===== src/rqy_pkg.sv =====
`default_nettype none

package rqy_pkg;

  localparam int unsigned CompW = 8;

  // limited range limits
  localparam logic [CompW-1:0] LumaMin   = 8'd16;
  localparam logic [CompW-1:0] LumaMax   = 8'd235;
  localparam logic [CompW-1:0] ChromaMin = 8'd16;
  localparam logic [CompW-1:0] ChromaMax = 8'd240;

  typedef logic [CompW-1:0] comp_t;

  typedef struct packed {
    comp_t red_top_left;
    comp_t green_top_left;
    comp_t blue_top_left;
    comp_t red_top_right;
    comp_t green_top_right;
    comp_t blue_top_right;
    comp_t red_bottom_left;
    comp_t green_bottom_left;
    comp_t blue_bottom_left;
    comp_t red_bottom_right;
    comp_t green_bottom_right;
    comp_t blue_bottom_right;
  } quad_t;

  typedef struct packed {
    comp_t luma_top_left;
    comp_t luma_top_right;
    comp_t luma_bottom_left;
    comp_t luma_bottom_right;
    comp_t chroma_blue;
    comp_t chroma_red;
  } yuv_t;

  // load strobes of the three pipeline stages
  typedef struct packed {
    logic s1;
    logic s2;
    logic s3;
  } stage_en_t;

endpackage

`default_nettype wire


===== src/rqy_quad_if.sv =====
`default_nettype none

interface rqy_quad_if;
  logic          valid;
  logic          ready;
  rqy_pkg::quad_t data;

  modport source (output valid, output data, input ready);
  modport sink   (input valid, input data, output ready);
endinterface

`default_nettype wire


===== src/rqy_yuv_if.sv =====
`default_nettype none

interface rqy_yuv_if;
  logic         valid;
  logic         ready;
  rqy_pkg::yuv_t data;

  modport source (output valid, output data, input ready);
  modport sink   (input valid, input data, output ready);
endinterface

`default_nettype wire


===== src/rqy_luma_lane.sv =====
`default_nettype none

module rqy_luma_lane (
  input  wire logic               clk_i,
  input  wire rqy_pkg::stage_en_t en_i,
  input  wire rqy_pkg::comp_t     red_i,
  input  wire rqy_pkg::comp_t     green_i,
  input  wire rqy_pkg::comp_t     blue_i,
  output rqy_pkg::comp_t          luma_o
);

  logic [15:0]    num_d, num_q;
  logic [8:0]     raw;
  rqy_pkg::comp_t luma_d, luma_q;
  rqy_pkg::comp_t out_q;

  // weighted sum with rounding offset, peaks at 56228
  assign num_d = 16'(red_i) * 16'd66 + 16'(green_i) * 16'd129
               + 16'(blue_i) * 16'd25 + 16'd128;

  assign raw = {1'b0, num_q[15:8]} + 9'(rqy_pkg::LumaMin);

  always_comb begin
    if (raw < 9'(rqy_pkg::LumaMin)) begin
      luma_d = rqy_pkg::LumaMin;
    end else if (raw > 9'(rqy_pkg::LumaMax)) begin
      luma_d = rqy_pkg::LumaMax;
    end else begin
      luma_d = raw[7:0];
    end
  end

  always_ff @(posedge clk_i) begin
    if (en_i.s1) num_q  <= num_d;
    if (en_i.s2) luma_q <= luma_d;
    if (en_i.s3) out_q  <= luma_q;
  end

  assign luma_o = out_q;

endmodule

`default_nettype wire


===== src/rqy_chroma.sv =====
`default_nettype none

module rqy_chroma (
  input  wire logic               clk_i,
  input  wire rqy_pkg::stage_en_t en_i,
  input  wire rqy_pkg::quad_t     quad_i,
  output rqy_pkg::comp_t          chroma_blue_o,
  output rqy_pkg::comp_t          chroma_red_o
);

  logic [9:0]         rsum, gsum, bsum;
  rqy_pkg::comp_t     ravg_q, gavg_q, bavg_q;
  logic signed [16:0] rr, gg, bb;
  logic signed [16:0] cb_full, cr_full;
  logic signed [15:0] cb_num_q, cr_num_q;
  rqy_pkg::comp_t     cb_d, cr_d, cb_q, cr_q;

  assign rsum = 10'(quad_i.red_top_left) + 10'(quad_i.red_top_right)
              + 10'(quad_i.red_bottom_left) + 10'(quad_i.red_bottom_right);
  assign gsum = 10'(quad_i.green_top_left) + 10'(quad_i.green_top_right)
              + 10'(quad_i.green_bottom_left) + 10'(quad_i.green_bottom_right);
  assign bsum = 10'(quad_i.blue_top_left) + 10'(quad_i.blue_top_right)
              + 10'(quad_i.blue_bottom_left) + 10'(quad_i.blue_bottom_right);

  assign rr = $signed({9'b0, ravg_q});
  assign gg = $signed({9'b0, gavg_q});
  assign bb = $signed({9'b0, bavg_q});

  // numerators stay within -28432..28688
  assign cb_full = 17'sd112 * bb - 17'sd38 * rr - 17'sd74 * gg + 17'sd128;
  assign cr_full = 17'sd112 * rr - 17'sd94 * gg - 17'sd18 * bb + 17'sd128;

  function automatic rqy_pkg::comp_t finish(input logic signed [15:0] num);
    logic signed [15:0] adj;
    logic signed [9:0]  val;
    begin
      // divide by 256 rounding toward zero
      adj = num[15] ? num + 16'sd255 : num;
      val = 10'(adj >>> 8) + 10'sd128;
      if (val < $signed({2'b00, rqy_pkg::ChromaMin})) begin
        finish = rqy_pkg::ChromaMin;
      end else if (val > $signed({2'b00, rqy_pkg::ChromaMax})) begin
        finish = rqy_pkg::ChromaMax;
      end else begin
        finish = val[7:0];
      end
    end
  endfunction

  assign cb_d = finish(cb_num_q);
  assign cr_d = finish(cr_num_q);

  always_ff @(posedge clk_i) begin
    if (en_i.s1) begin
      ravg_q <= rsum[9:2];
      gavg_q <= gsum[9:2];
      bavg_q <= bsum[9:2];
    end
    if (en_i.s2) begin
      cb_num_q <= cb_full[15:0];
      cr_num_q <= cr_full[15:0];
    end
    if (en_i.s3) begin
      cb_q <= cb_d;
      cr_q <= cr_d;
    end
  end

  assign chroma_blue_o = cb_q;
  assign chroma_red_o  = cr_q;

endmodule

`default_nettype wire


===== src/rgb_quad_to_yuv420_bt601.sv =====
// rgb to yuv 4:2:0 converter, bt.601 limited range, one 2x2 pixel block per transfer
// quad_i (sink): valid/ready channel carrying twelve 8-bit rgb components of a block
// yuv_o (source): valid/ready channel carrying four luma samples and one cb/cr pair
// a transfer happens on a rising clk_i edge with valid and ready both high
// three register stages: weighted sums and channel averages, luma clamp and
//   chroma numerators, chroma division and clamp into the output register
// path: each block passes the stage one, two and three registers on its way to yuv_o
// throughput: one block per cycle without stalls, set by the three-stage pipeline;
//   every stage has its own valid bit and loads whenever it is empty or moving on
// receiver stall: the output register holds its result, the stages behind it
//   keep filling bubbles, and quad_i.ready falls only once all three are full;
//   quad_i.ready comes from the stage valid bits and yuv_o.ready, never from
//   quad_i.valid
// reset (rst_ni low, asynchronous): all valid bits clear, the pipeline is empty
//   and no result is shown; data registers are not reset
`default_nettype none

module rgb_quad_to_yuv420_bt601 (
  input  wire logic   clk_i,
  input  wire logic   rst_ni,
  rqy_quad_if.sink    quad_i,
  rqy_yuv_if.source   yuv_o
);

  logic               v1_q, v2_q, v3_q;
  logic               rdy1, rdy2, rdy3;
  rqy_pkg::stage_en_t en;
  rqy_pkg::quad_t     quad;
  rqy_pkg::yuv_t      yuv;

  // a stage can take new data when empty or when its content moves on
  assign rdy3 = !v3_q || yuv_o.ready;
  assign rdy2 = !v2_q || rdy3;
  assign rdy1 = !v1_q || rdy2;

  assign en.s1 = rdy1;
  assign en.s2 = rdy2;
  assign en.s3 = rdy3;

  assign quad_i.ready = rdy1;

  always_ff @(posedge clk_i or negedge rst_ni) begin
    if (!rst_ni) begin
      v1_q <= 1'b0;
      v2_q <= 1'b0;
      v3_q <= 1'b0;
    end else begin
      if (rdy1) v1_q <= quad_i.valid;
      if (rdy2) v2_q <= v1_q;
      if (rdy3) v3_q <= v2_q;
    end
  end

  assign quad = quad_i.data;

  // one luma lane per pixel
  rqy_luma_lane u_luma_tl (
    .clk_i   (clk_i),
    .en_i    (en),
    .red_i   (quad.red_top_left),
    .green_i (quad.green_top_left),
    .blue_i  (quad.blue_top_left),
    .luma_o  (yuv.luma_top_left)
  );

  rqy_luma_lane u_luma_tr (
    .clk_i   (clk_i),
    .en_i    (en),
    .red_i   (quad.red_top_right),
    .green_i (quad.green_top_right),
    .blue_i  (quad.blue_top_right),
    .luma_o  (yuv.luma_top_right)
  );

  rqy_luma_lane u_luma_bl (
    .clk_i   (clk_i),
    .en_i    (en),
    .red_i   (quad.red_bottom_left),
    .green_i (quad.green_bottom_left),
    .blue_i  (quad.blue_bottom_left),
    .luma_o  (yuv.luma_bottom_left)
  );

  rqy_luma_lane u_luma_br (
    .clk_i   (clk_i),
    .en_i    (en),
    .red_i   (quad.red_bottom_right),
    .green_i (quad.green_bottom_right),
    .blue_i  (quad.blue_bottom_right),
    .luma_o  (yuv.luma_bottom_right)
  );

  // shared chroma from the block average
  rqy_chroma u_chroma (
    .clk_i         (clk_i),
    .en_i          (en),
    .quad_i        (quad),
    .chroma_blue_o (yuv.chroma_blue),
    .chroma_red_o  (yuv.chroma_red)
  );

  assign yuv_o.valid = v3_q;
  assign yuv_o.data  = yuv;

endmodule

`default_nettype wire


===== src/flat_wrapper.sv =====
// flat-port wrapper written by rule: the top's interface ports become plain ports
module rgb_quad_to_yuv420_bt601_flat 
  (clk_i, rst_ni, quad_i_valid, quad_i_data, quad_i_ready, yuv_o_valid, yuv_o_data, yuv_o_ready);
  rqy_quad_if quad_i_i ();
  rqy_yuv_if yuv_o_i ();
  input  wire logic clk_i;
  input  wire logic rst_ni;
  input wire logic [$bits(quad_i_i.valid)-1:0] quad_i_valid;
  input wire logic [$bits(quad_i_i.data)-1:0] quad_i_data;
  output wire logic [$bits(quad_i_i.ready)-1:0] quad_i_ready;
  output wire logic [$bits(yuv_o_i.valid)-1:0] yuv_o_valid;
  output wire logic [$bits(yuv_o_i.data)-1:0] yuv_o_data;
  input wire logic [$bits(yuv_o_i.ready)-1:0] yuv_o_ready;
  assign quad_i_i.valid = quad_i_valid;
  assign quad_i_i.data = quad_i_data;
  assign quad_i_ready = quad_i_i.ready;
  assign yuv_o_valid = yuv_o_i.valid;
  assign yuv_o_data = yuv_o_i.data;
  assign yuv_o_i.ready = yuv_o_ready;
  rgb_quad_to_yuv420_bt601 u_core (.clk_i(clk_i), .rst_ni(rst_ni), .quad_i(quad_i_i), .yuv_o(yuv_o_i));
endmodule

===== config.mk =====
export PLATFORM = sky130hd
export DESIGN_NAME = rgb_quad_to_yuv420_bt601_flat
export DESIGN_NICKNAME = d
export VERILOG_FILES = /design/src/rqy_pkg.sv /design/src/rqy_quad_if.sv /design/src/rqy_yuv_if.sv /design/src/rqy_luma_lane.sv /design/src/rqy_chroma.sv /design/src/rgb_quad_to_yuv420_bt601.sv /design/src/flat_wrapper.sv
export SDC_FILE = /design/constraint.sdc
export NUM_CORES = 1
export LEC_CHECK = 0
export ABC_CLOCK_PERIOD_IN_PS = 16300
export BUFFER_PORTS_ARGS = -buffer_cell sky130_fd_sc_hd__buf_2
export CAP_MARGIN = 30
export CORE_ASPECT_RATIO = 0.9
export CORE_UTILIZATION = 45
export DETAILED_ROUTE_END_ITERATION = 7
export GPL_TIMING_DRIVEN = 0
export PLACE_DENSITY = 0.67
export REMOVE_ABC_BUFFERS = 1
export SLEW_MARGIN = 10
export SYNTH_ARGS = -nofsm -noshare
export SYNTH_HDL_FRONTEND = slang
export SYNTH_SLANG_ARGS = --single-unit

===== constraint.sdc =====
create_clock -name clk_i -period 16.3 [get_ports clk_i]
set_input_delay 4.89 -clock clk_i [delete_from_list [all_inputs] [get_ports clk_i]]
set_output_delay 4.89 -clock clk_i [all_outputs]
set_load 0.02 [all_outputs]

==> impl_metrics.ini <==
[run_status]
run_status = finished, final reports clean

[layout]
fillCellCount = 4231
multi_input_area_um2 = 14600
fin_nets = 2975
final_core_util = 0.505
seqCellArea_um2 = 5060
layout-drive-gt1-share = 0.0867
area_delta_synth_final_pct = 10.4

[detailed_routing]
vias = 14259
drt_pre_antenna_iters = 4
drt-initial-drc-count = 500
avgViaCountPerCell = 5.05
wl_um = 44700
drc = 0
drtAntennaViolNets = 0
wire_per_inst_um = 15.9

[sta]
worst_slew_pin_slew_ns = 0.760
finalSetupViolations = 0
hold_viol = 0
finalWorstSetupSlack_ns = 5.07
fmax_mhz = 89.0
min_period_ns = 11.23
relSlewSlack = 0.493
fin_crit_sh = 0.689
drv_slew = 0
fin_tns_setup_ns = 0
rsz0062_at_grt = false
fin_skew_ns = 0.0105

[die]
pin_count = 150
fp.dieW_um = 232
initial_core_util = 0.457
fp-row-count = 75
dieArea_um2 = 48300
core_area_um2 = 46700
die_y_um = 209

[global_routing]
grt_pass1_wl_um = 73400
track_usage = 0.196
antenna_found_initial = 5
grt_pass1_vias = 14914
grt_overflow_total = 0
grt_max_degree = 50

[job]
max_cap_violations = 0

[cts]
cts_setup_buffers = 0
cts_hold_buf = 0
cts.sinks = 169
ctsResizeCount = 0
htree_num_levels = 4
cts_tree = done
cts_buffer_depth = 2
clkSlewWorstSetupHoldPaths_ns = 0.06
cts-buffers-inserted = 17
ctsRootBufferMaster = clkbuf_16
clock_latency_ns = 0.46

[placement]
hpwl_um = 39100
preCtsSetupSlack_ns = 5.07
place.port_buffers = 149
gp_congestion = 0.923

[critical_path]
r2r_setup_slack_ns = 10.30
r2r-start = u_core.u_chroma.gavg_q[3]
reg2reg_depth = 24
critical_path.top_delay_family = buffers and inverters
crit_buf_inv = 6
critical_path_arrival_ns = 6.34
slowest_delay_ns = 0.37
cpMaxStageDelayCell = nand4b_1
r2r-end = u_core.u_chroma.cr_num_q[15]
cp_max_fo = 17
startpoint_type = input pin
cp-end-kind = output pin
cp_data_required_time_ns = 11.41
path_depth = 7
path_cells = buf_2, nand4b_1, buf_6, buf_8, buf_6, buf_8, buf_2
worst-setup-path-type = input pin to output pin

[min_path]
whs_path_depth = 0
hp-start = u_core.u_luma_bl.luma_q[0]
whs_endpoint = u_core.u_luma_bl.luma_o[0]
hp-class = flop to flop

[synth]
synth_area_um2 = 21400
synth_flop_cell = edfxtp_1
ys_seq_area_frac = 0.237
syn_avg_cell_area_um2 = 10.6
ys_types = 56
synth-seq-cells = 169
synthCells = 2017
synth-edff-count = 166
synth-async-reset-ratio = 0.0178
ys_warn_count = 0
==> state kept, by name, indices dropped and copies added, names as in the netlist <==
register / count
u_core.u_luma_tl.num_q: 8
u_core.u_chroma.cb_num_q: 15
u_core.u_luma_tr.num_q: 8
u_core.u_luma_bl.luma_q: 8
u_core.u_chroma.chroma_blue_o: 8
u_core.u_luma_bl.num_q: 8
u_core.u_luma_br.luma_q: 8
u_core.u_luma_br.luma_o: 8
u_core.u_luma_tl.luma_o: 8
u_core.u_luma_bl.luma_o: 8
u_core.u_chroma.cr_num_q: 15
u_core.u_chroma.bavg_q: 8
u_core.u_chroma.chroma_red_o: 8
u_core.u_luma_tl.luma_q: 8
u_core.u_chroma.ravg_q: 8
u_core.u_chroma.gavg_q: 8
u_core.u_luma_tr.luma_q: 8
u_core.v2_q: 1
u_core.v1_q: 1
u_core.yuv_o.valid: 1
u_core.u_luma_br.num_q: 8
u_core.u_luma_tr.luma_o: 8
==> per-layer routing <==
| layer | vias up | track usage | wire length (um) | part of all wire |
|---|---|---|---|---|
| met5 | - | 0 | 63 | 0.0014 |
| met3 | 57 | 0.0378 | 1630 | 0.036 |
| met1 | 6876 | 0.248 | 20400 | 0.46 |
| met4 | 10 | 0.0574 | 972 | 0.022 |
| li1 | 7106 | - | - | - |
| met2 | 210 | 0.337 | 21700 | 0.49 |
==> cells by family (layout without fill, tap and decap cells) <==
group / Yosys count / in the layout / share of synthesized area
fa+ha+maj: 683 / 683 / 0.473
mux: 1 / 1 / 0.000469
simple gates: 281 / 281 / 0.0638
buf+inv: 452 / 639 / 0.0794
compound gates: 290 / 290 / 0.0883
flops: 169 / 169 / 0.237
xor+xnor: 141 / 141 / 0.0578
other cells: 0 / 1 / 0
==> layout make-up <==
cell class / instances / share of cell area
clock inverter: 12 / 0.00631
tap: 616 / 0.0327
sequential: 169 / 0.215
timing repair buffer: 157 / 0.0369
multi-input combinational: 1396 / 0.619
antenna: 1 / 0.000106
clock buffer: 19 / 0.0184
inverter: 451 / 0.0718
==> worst max-delay path by stage <==
stage / from / slack, ns / end
finish: yuv_o_ready / 5.07 / quad_i_ready
global route: yuv_o_ready / 5.02 / quad_i_ready
floorplan: yuv_o_ready / 4.70 / quad_i_ready
CTS: yuv_o_ready / 5.07 / quad_i_ready
detailed placement: yuv_o_ready / 5.07 / quad_i_ready
global placement: yuv_o_ready / 2.91 / quad_i_ready
==> worst register-to-register path, stage by stage, from the launching register on <==
cell	delay, ns
edfxtp_1	0.55
inv_1	0.15
fa_1	0.52
inv_1	0.04
ha_1	0.29
fa_1	0.57
inv_1	0.07
fa_1	0.45
nor2b_1	0.11
o21ai_0	0.11
a21boi_1	0.21
o21ai_1	0.10
nor2b_1	0.15
xnor2_1	0.16
fa_1	0.54
inv_1	0.04
ha_1	0.29
ha_1	0.37
a21o_1	0.21
a21o_1	0.17
a21o_1	0.16
a21oi_1	0.18
a21boi_1	0.10
nor2_1	0.12
xnor2_1	0.08
==> layout by cell type (no fill, tap or decap), types with 25 or more instances in the layout <==
cell      Yosys  layout
nand2_1      54      54
inv_1       451     451
nor3_1       30      30
a21oi_1      93      93
xor2_1       39      39
a21o_1       51      51
nor2b_1      25      25
ha_1        475     475
xnor2_1     102     102
nor2_1       96      96
edfxtp_1    166     166
buf_2         0     149
o21ai_0      29      29
fa_1        208     208
==> cells in the mapped netlist, types with 3 or more instances <==
cell       count  area (um2)
a211o_1        4        35.0
a21boi_0       3        22.5
a21boi_1       7        52.6
a21o_1        51         383
a21oi_1       93         465
a31o_1         3        26.3
a31oi_1        4        25.0
a32oi_1        3        26.3
and3_1        10        62.6
and3b_1        4        35.0
and4b_1        5        50.1
dfrtp_1        3        75.1
edfxtp_1     166        4980
fa_1         208        4160
ha_1         475        5940
inv_1        451        1690
nand2_1       54         203
nand2b_1      11        68.8
nand3_1       20         100
nand4_1        9        56.3
nand4b_1       3        26.3
nor2_1        96         360
nor2b_1       25         156
nor3_1        30         150
nor4_1         4        25.0
o2111ai_1      5        43.8
o21a_1        19         143
o21ai_0       29         145
o21ai_1       24         120
o21bai_1      18         135
o31ai_1        3        22.5
o41ai_2        3        48.8
xnor2_1      102         893
xor2_1        39         342
==> stage by stage <==
step                      instances  hold slack, ns  cell area, um2
after floorplan                2016           0.400           21400
after detailed placement       2789           0.405           23000
final                          2821           0.419           23600
after global routing           2820           0.426           23600
after CTS                      2820           0.418           23600
after global placement         2781           0.404           22900
Power is left out: the tool's default activity adds up to more than one toggle a clock period on the data nets, which glitch-free logic cannot reach.
